<file path="config.mk">
export PLATFORM = sky130hd
export DESIGN_NAME = preemptive_priority_scheduler_core
export DESIGN_NICKNAME = d
export VERILOG_FILES = /design/src/sv/pps_pkg.sv /design/src/sv/preemptive_priority_scheduler_core.sv
export SDC_FILE = /design/constraint.sdc
export NUM_CORES = 1
export LEC_CHECK = 0
export ABC_AREA = 0
export BUFFER_PORTS_ARGS = -buffer_cell sky130_fd_sc_hd__buf_2
export CORE_MARGIN = 5
export CORE_UTILIZATION = 25
export CTS_CLUSTER_DIAMETER = 30
export DETAILED_ROUTE_END_ITERATION = 6
export GPL_ROUTABILITY_DRIVEN = 0
export PLACE_DENSITY = 0.38
export SYNTH_ARGS = -nofsm -noshare
export SYNTH_HDL_FRONTEND = slang
export SYNTH_SLANG_ARGS = --single-unit
</file>
<file path="constraint.sdc">
create_clock -name clk -period 6 [get_ports clk]
set_input_delay 0 -clock clk [delete_from_list [all_inputs] [get_ports clk]]
set_output_delay 0 -clock clk [all_outputs]
set_load 0.01 [all_outputs]
</file>
<file path="src/sv/pps_pkg.sv">
`default_nettype none

package pps_pkg;

	// Field widths
	localparam int unsigned PRI_W  = 8;
	localparam int unsigned ARR_W  = 16;
	localparam int unsigned REM_W  = 16;
	localparam int unsigned TIME_W = 32;
	localparam int unsigned TASK_W = 5;

	// Opcodes
	localparam logic OP_LOAD = 1'b0;
	localparam logic OP_TICK = 1'b1;

	typedef logic [PRI_W-1:0]  pri_t;
	typedef logic [ARR_W-1:0]  arr_t;
	typedef logic [REM_W-1:0]  rem_t;
	typedef logic [TIME_W-1:0] time_t;

endpackage

`default_nettype wire

</file>
<file path="src/sv/preemptive_priority_scheduler_core.sv">
`default_nettype none

// Load transfer: no result; the next input is taken in the following cycle.
// Tick transfer: one comparator walks the table one entry per cycle in the scan state, then
// a drain state and an update state register the result (an empty table goes straight to
// update); the next input is taken once the sequencer is back in idle.
// A tick waits in the update state while a previous result is still held on the output.
// Reset (arst_n low) clears task count, time, active count and control state, not the table.

module preemptive_priority_scheduler_core #(
	parameter int unsigned MAX_TASKS = 16
) (
	input  wire logic                        clk,
	input  wire logic                        arst_n,

	input  wire logic                        in_valid,
	output logic                             in_stall,
	input  wire logic                        opcode,
	input  wire logic [pps_pkg::PRI_W-1:0]   task_priority,
	input  wire logic [pps_pkg::ARR_W-1:0]   task_arrival,
	input  wire logic [pps_pkg::REM_W-1:0]   task_burst,

	output logic                             out_valid,
	input  wire logic                        out_stall,
	output logic [pps_pkg::TIME_W-1:0]       slot_time,
	output logic [pps_pkg::TASK_W-1:0]       running_task,
	output logic                             task_finished,
	output logic                             all_finished
);

	localparam int unsigned IDX_W = (MAX_TASKS > 1) ? $clog2(MAX_TASKS) : 1;
	localparam int unsigned CNT_W = $clog2(MAX_TASKS + 1);

	localparam logic [1:0] ST_IDLE   = 2'd0;
	localparam logic [1:0] ST_SCAN   = 2'd1;
	localparam logic [1:0] ST_DRAIN  = 2'd2;
	localparam logic [1:0] ST_UPDATE = 2'd3;

	// Task table
	pps_pkg::pri_t mem_pri [MAX_TASKS];
	pps_pkg::arr_t mem_arr [MAX_TASKS];
	pps_pkg::rem_t mem_rem [MAX_TASKS];

	logic [1:0]       state_q;
	logic [CNT_W-1:0] loaded_q;
	logic [CNT_W-1:0] active_q;
	pps_pkg::time_t   time_q;
	logic [IDX_W-1:0] scan_idx_q;

	// Read stage of the scan
	logic             cmp_vld_s1;
	logic [IDX_W-1:0] cmp_idx_s1;
	pps_pkg::pri_t    rd_pri_s1;
	pps_pkg::arr_t    rd_arr_s1;
	pps_pkg::rem_t    rd_rem_s1;

	// Best candidate so far
	logic             found_q;
	logic [IDX_W-1:0] best_idx_q;
	pps_pkg::pri_t    best_pri_q;
	pps_pkg::arr_t    best_arr_q;
	pps_pkg::rem_t    best_rem_q;

	// Output register
	logic             out_valid_q;
	pps_pkg::time_t   slot_time_q;
	logic [pps_pkg::TASK_W-1:0] running_q;
	logic             finished_q;
	logic             all_done_q;

	logic             in_xfer;
	logic             load_xfer;
	logic             tick_xfer;
	logic             table_full;
	logic             scan_last;
	logic             arr_le;
	logic             cand_ok;
	logic             cand_better;
	logic             upd_fire;
	logic             finish_now;
	logic [CNT_W-1:0] active_next;

	assign in_stall  = (state_q != ST_IDLE);
	assign in_xfer   = in_valid && !in_stall;
	assign load_xfer = in_xfer && (opcode == pps_pkg::OP_LOAD);
	assign tick_xfer = in_xfer && (opcode == pps_pkg::OP_TICK);
	assign table_full = (loaded_q >= CNT_W'(MAX_TASKS));
	assign scan_last = (CNT_W'(scan_idx_q) == (loaded_q - 1'b1));

	// Comparator: eligibility and ordering against the current best
	assign arr_le = (time_q[pps_pkg::TIME_W-1:pps_pkg::ARR_W] != '0) ||
		(rd_arr_s1 <= time_q[pps_pkg::ARR_W-1:0]);
	assign cand_ok = cmp_vld_s1 && (rd_rem_s1 != '0) && arr_le;
	assign cand_better = !found_q || (rd_pri_s1 < best_pri_q) ||
		((rd_pri_s1 == best_pri_q) && (rd_arr_s1 < best_arr_q));

	// Update step
	assign upd_fire    = (state_q == ST_UPDATE) && (!out_valid_q || !out_stall);
	assign finish_now  = found_q && (best_rem_q == pps_pkg::rem_t'(1));
	assign active_next = active_q - CNT_W'(finish_now);

	// Table writes: loads fill the next free row, the update decrements the winner
	always_ff @(posedge clk) begin
		if (load_xfer && !table_full) begin
			mem_pri[loaded_q[IDX_W-1:0]] <= task_priority;
			mem_arr[loaded_q[IDX_W-1:0]] <= task_arrival;
		end
		if (load_xfer && !table_full) begin
			mem_rem[loaded_q[IDX_W-1:0]] <= task_burst;
		end else if (upd_fire && found_q) begin
			mem_rem[best_idx_q] <= best_rem_q - 1'b1;
		end
	end

	// Registered table read at the scan index
	always_ff @(posedge clk) begin
		rd_pri_s1  <= mem_pri[scan_idx_q];
		rd_arr_s1  <= mem_arr[scan_idx_q];
		rd_rem_s1  <= mem_rem[scan_idx_q];
		cmp_idx_s1 <= scan_idx_q;
	end

	// Sequencer and counters
	always_ff @(posedge clk or negedge arst_n) begin
		if (!arst_n) begin
			state_q    <= ST_IDLE;
			loaded_q   <= '0;
			active_q   <= '0;
			time_q     <= '0;
			scan_idx_q <= '0;
			cmp_vld_s1 <= 1'b0;
			found_q    <= 1'b0;
		end else begin
			cmp_vld_s1 <= 1'b0;
			case (state_q)
				ST_IDLE: begin
					if (load_xfer && !table_full) begin
						loaded_q <= loaded_q + 1'b1;
						if (task_burst != '0) begin
							active_q <= active_q + 1'b1;
						end
					end
					if (tick_xfer) begin
						scan_idx_q <= '0;
						found_q    <= 1'b0;
						state_q    <= (loaded_q == '0) ? ST_UPDATE : ST_SCAN;
					end
				end
				ST_SCAN: begin
					cmp_vld_s1 <= 1'b1;
					if (scan_last) begin
						state_q <= ST_DRAIN;
					end else begin
						scan_idx_q <= scan_idx_q + 1'b1;
					end
				end
				ST_DRAIN: begin
					state_q <= ST_UPDATE;
				end
				ST_UPDATE: begin
					if (upd_fire) begin
						active_q <= active_next;
						if (time_q != '1) begin
							time_q <= time_q + 1'b1;
						end
						state_q <= ST_IDLE;
					end
				end
				default: begin
					state_q <= ST_IDLE;
				end
			endcase
			if (cand_ok && cand_better) begin
				found_q <= 1'b1;
			end
		end
	end

	// Best candidate payload
	always_ff @(posedge clk) begin
		if (cand_ok && cand_better) begin
			best_idx_q <= cmp_idx_s1;
			best_pri_q <= rd_pri_s1;
			best_arr_q <= rd_arr_s1;
			best_rem_q <= rd_rem_s1;
		end
	end

	// Output register valid
	always_ff @(posedge clk or negedge arst_n) begin
		if (!arst_n) begin
			out_valid_q <= 1'b0;
		end else if (upd_fire) begin
			out_valid_q <= 1'b1;
		end else if (!out_stall) begin
			out_valid_q <= 1'b0;
		end
	end

	// Output register payload
	always_ff @(posedge clk) begin
		if (upd_fire) begin
			slot_time_q <= time_q;
			running_q   <= found_q ?
				pps_pkg::TASK_W'(32'(best_idx_q) + 32'd1) : '0;
			finished_q  <= finish_now;
			all_done_q  <= (active_next == '0);
		end
	end

	assign out_valid     = out_valid_q;
	assign slot_time     = slot_time_q;
	assign running_task  = running_q;
	assign task_finished = finished_q;
	assign all_finished  = all_done_q;

	// Checks
	a_active_le_loaded: assert property (@(posedge clk) disable iff (!arst_n)
		active_q <= loaded_q)
		else $error("active task count exceeds loaded count");

	a_scan_in_range: assert property (@(posedge clk) disable iff (!arst_n)
		(state_q == ST_SCAN) |-> (CNT_W'(scan_idx_q) < loaded_q))
		else $error("scan index beyond loaded entries");

	a_time_advance: assert property (@(posedge clk) disable iff (!arst_n)
		upd_fire |=> ((time_q == $past(time_q) + 1'b1) || ($past(time_q) == '1)))
		else $error("time did not advance on a tick");

	a_finish_has_task: assert property (@(posedge clk) disable iff (!arst_n)
		(out_valid_q && finished_q) |-> (running_q != '0))
		else $error("finish flagged on an idle slot");

	a_running_not_done: assert property (@(posedge clk) disable iff (!arst_n)
		(out_valid_q && (running_q != '0) && !finished_q) |-> !all_done_q)
		else $error("all work reported done while a task still has work");

endmodule

`default_nettype wire
</file>
==> flow_metrics.env <==
export IMPL_hp_class="primary input to flop"
export IMPL_cts_buffers=197
export IMPL_grt_pass1_wl_mm=123
export IMPL_finClkSkew_ns=0.0450
export IMPL_synth_async_reset_ratio=0.0623
export IMPL_antenna_found_initial=5
export IMPL_die_area_um2=135000
export IMPL_numPortBuffers=85
export IMPL_worst_setup_path_end_kind="flop"
export IMPL_layout_nets=1988
export IMPL_yosysWarningCount=0
export IMPL_1st_iter_drt_viols=1105
export IMPL_route_detailed_drc=0
export IMPL_powerDensity_nw_per_um2=531
export IMPL_clock_sinks=818
export IMPL_cts_max_path_bufs=3
export IMPL_utilization_of_the_core_after_routing=0.331
export IMPL_final_min_period_over_clock_period=0.552
export IMPL_final_cell_mix="edfxtp_1, mux4_2, clkbuf_16"
export IMPL_timing_final_hold_violations=0
export IMPL_least_margin_pin_slew_ns=1.26
export IMPL_netlist_cell_type_count=56
export IMPL_cp_cell_sequence="inv_1, ha_1, nand2_1, or3_1, nand3_1, buf_4, a21oi_1, nor2_2"
export IMPL_layout_filler_cells=12173
export IMPL_timing_critical_path_slowest_cell_delay_ns=0.86
export IMPL_row_cnt=131
export IMPL_flow_area_growth_from_synthesis_pct=31.9
export IMPL_num_io_pins=86
export IMPL_clockRootBuffer="clkbuf_16"
export IMPL_layout_drive_gt1_share=0.343
export IMPL_data_arrival_time_of_the_worst_path_ns=3.68
export IMPL_floorplan_die_width_um=367
export IMPL_synth_area_um2=31900
export IMPL_startpoint_type="flop"
export IMPL_ys_seq_area_frac=0.749
export IMPL_max_vdd_ir_drop_v=0.000265
export IMPL_synth_ff_type="edfxtp_1"
export IMPL_drv_cap=0
export IMPL_place_inst=3304
export IMPL_core_area_um2=127000
export IMPL_global_route_usage_total=0.125
export IMPL_post_drt_via_cell_ratio=4.39
export IMPL_status="completed"
export IMPL_setup_violations_final=0
export IMPL_synth_seq_cells=818
export IMPL_critPathSlowestCell="nor2_2"
export IMPL_pre_cts_ws_ns=2.61
export IMPL_post_synth_cell_area_avg_um2=20.3
export IMPL_chipHeight_um=367
export IMPL_dp_final_hpwl_mm=49.0
export IMPL_grt_overflow_total=0
export IMPL_timing_worst_setup_path_type="flop to flop"
export IMPL_post_synth_inst_count=1572
export IMPL_timing_final_ws_setup_ns=2.69
export IMPL_wire_per_inst_um=22.6
export IMPL_route_final_wire_length_mm=84.2
export IMPL_final_setup_tns_ns=0
export IMPL_post_route_min_period_ns=3.31
export IMPL_ant_nets=0
export IMPL_fmax_mhz=302
export IMPL_layout_cells_non_filler=3720
export IMPL_grt_setup_unrepaired="false"
export IMPL_mappedNetlistNets=1673
export IMPL_final_max_slew_viol_count=0
export IMPL_drt_first_pass_iters=4
export IMPL_cts_clk_slew_worst_paths_ns=0.05
export IMPL_initial_standard_cell_utilization_of_the_core=0.251
export IMPL_synth_edff_count=723
export IMPL_multiInputGateArea_um2=7730
export IMPL_layout_area_seq_um2=23900
export IMPL_first_global_vias=17465
export IMPL_clk_latency_ns=0.77
export IMPL_grt_start_max_net_pins=97
export IMPL_layout_commonest_cell="edfxtp_1"
export IMPL_htree_levels=4
export IMPL_cp_required_ns=6.37
export IMPL_dr_total_vias=16315
export IMPL_tritoncts="yes"
export IMPL_timing_max_slew_rel_slack=0.157
export IMPL_leakagePower_nw=14.2
export IMPL_crit_path_max_fanout=35
state kept, by name, indices dropped and copies added, names as in the netlist, 8 cells and up:
| name | cells |
|---|---|
| mem_arr | 256 |
| best_pri_q | 8 |
| slot_time | 32 |
| best_rem_q | 16 |
| mem_rem | 256 |
| time_q | 32 |
| rd_rem_s1 | 16 |
| rd_arr_s1 | 16 |
| rd_pri_s1 | 8 |
| mem_pri | 128 |
| best_arr_q | 16 |
critical path, delay by kind of cell, from the launching register on:
family / cells / cell delay, ns
flip-flops: 1 / 0.42
buffers and inverters: 2 / 0.47
adder cells (fa/ha/maj): 1 / 0.19
AO/OA/AOI/OAI: 1 / 0.24
AND/OR/NAND/NOR: 4 / 1.57
cells by family after synthesis:
logic type | after synthesis | share of synthesized area
flops | 818 | 0.749
simple gates | 242 | 0.0393
mux | 207 | 0.144
buf+inv | 111 | 0.0141
compound gates | 81 | 0.0164
xor+xnor | 57 | 0.0157
fa+ha+maj | 56 | 0.0220
power breakdown:
part           switching [mW]  leakage [nW]  internal, mW
logic                    2.18          3.35          1.85
registers               0.556          7.58          6.95
clock network            3.34          3.32          7.43
total                    6.08          14.2          16.2
synth_stat cells, types with 17 or more instances:
master	number	area, um2
buf_2	20	100
clkbuf_1	32	120
dfrtp_1	51	1280
dfxtp_1	44	881
edfxtp_1	723	21700
ha_1	56	701
inv_1	55	206
mux4_2	200	4500
nand2_1	54	203
nand3_1	23	115
nand4_1	19	119
nor2_1	57	214
nor3_1	19	95.1
nor4_1	17	106
o21ai_0	28	140
xnor2_1	45	394
what timing repair did:
item                                    4_1_cts  5_1_grt
endpoints found under the setup margin        0        0
endpoints found under the hold margin       730        0
buffers inserted                              0        0
resized for setup                             0        0
hold buffers                                 46        0
stage by stage:
step	instance area [um2]	hold WS [ns]	power, mW
2_1_floorplan	31900	-0.296	10.1
3_3_place_gp	34700	0.179	11.7
3_5_place_dp	34700	0.188	11.8
4_1_cts	42000	0.0695	22.7
5_1_grt	42000	0.121	23.3
6_report	42000	0.160	22.3
layout make-up:
class                           count  share of cell area
Sequential cell                   818               0.568
Multi-Input combinational cell    643               0.184
Clock buffer                      233               0.123
Tap cell                         1662              0.0495
Clock inverter                    136              0.0415
Timing Repair Buffer              172              0.0293
Inverter                           55             0.00491
Antenna cell                        1           0.0000595
worst paths after layout:
kind                                             end  slack (ns)  cells after the start                   start
max in group asynchronous  scan_idx_q[0]$_DFFE_PN0P_        4.94                      4                  arst_n
hold reg to reg              best_idx_q[2]$_DFFE_PP_        0.40                      0   cmp_idx_s1[2]$_DFF_P_
min in group asynchronous     time_q[10]$_DFFE_PN0P_        0.46                      4                  arst_n
hold / removal               mem_arr[6][9]$_DFFE_PP_        0.16                      2         task_arrival[9]
setup / recovery            mem_rem[2][14]$_DFFE_PP_        2.69                      8  state_q[1]$_DFFE_PN0P_
setup reg to reg            mem_rem[2][14]$_DFFE_PP_        2.69                      8  state_q[1]$_DFFE_PN0P_
layer usage:
layer,share of wire,track usage,routed length (um),vias to the layer above
li1,-,-,-,7117
met1,0.47,0.174,39500,8659
met2,0.47,0.194,39200,408
met3,0.046,0.0300,3900,129
met4,0.019,0.0393,1610,2
met5,0.00015,0,13,-
Power figures use the tool's default switching activity.
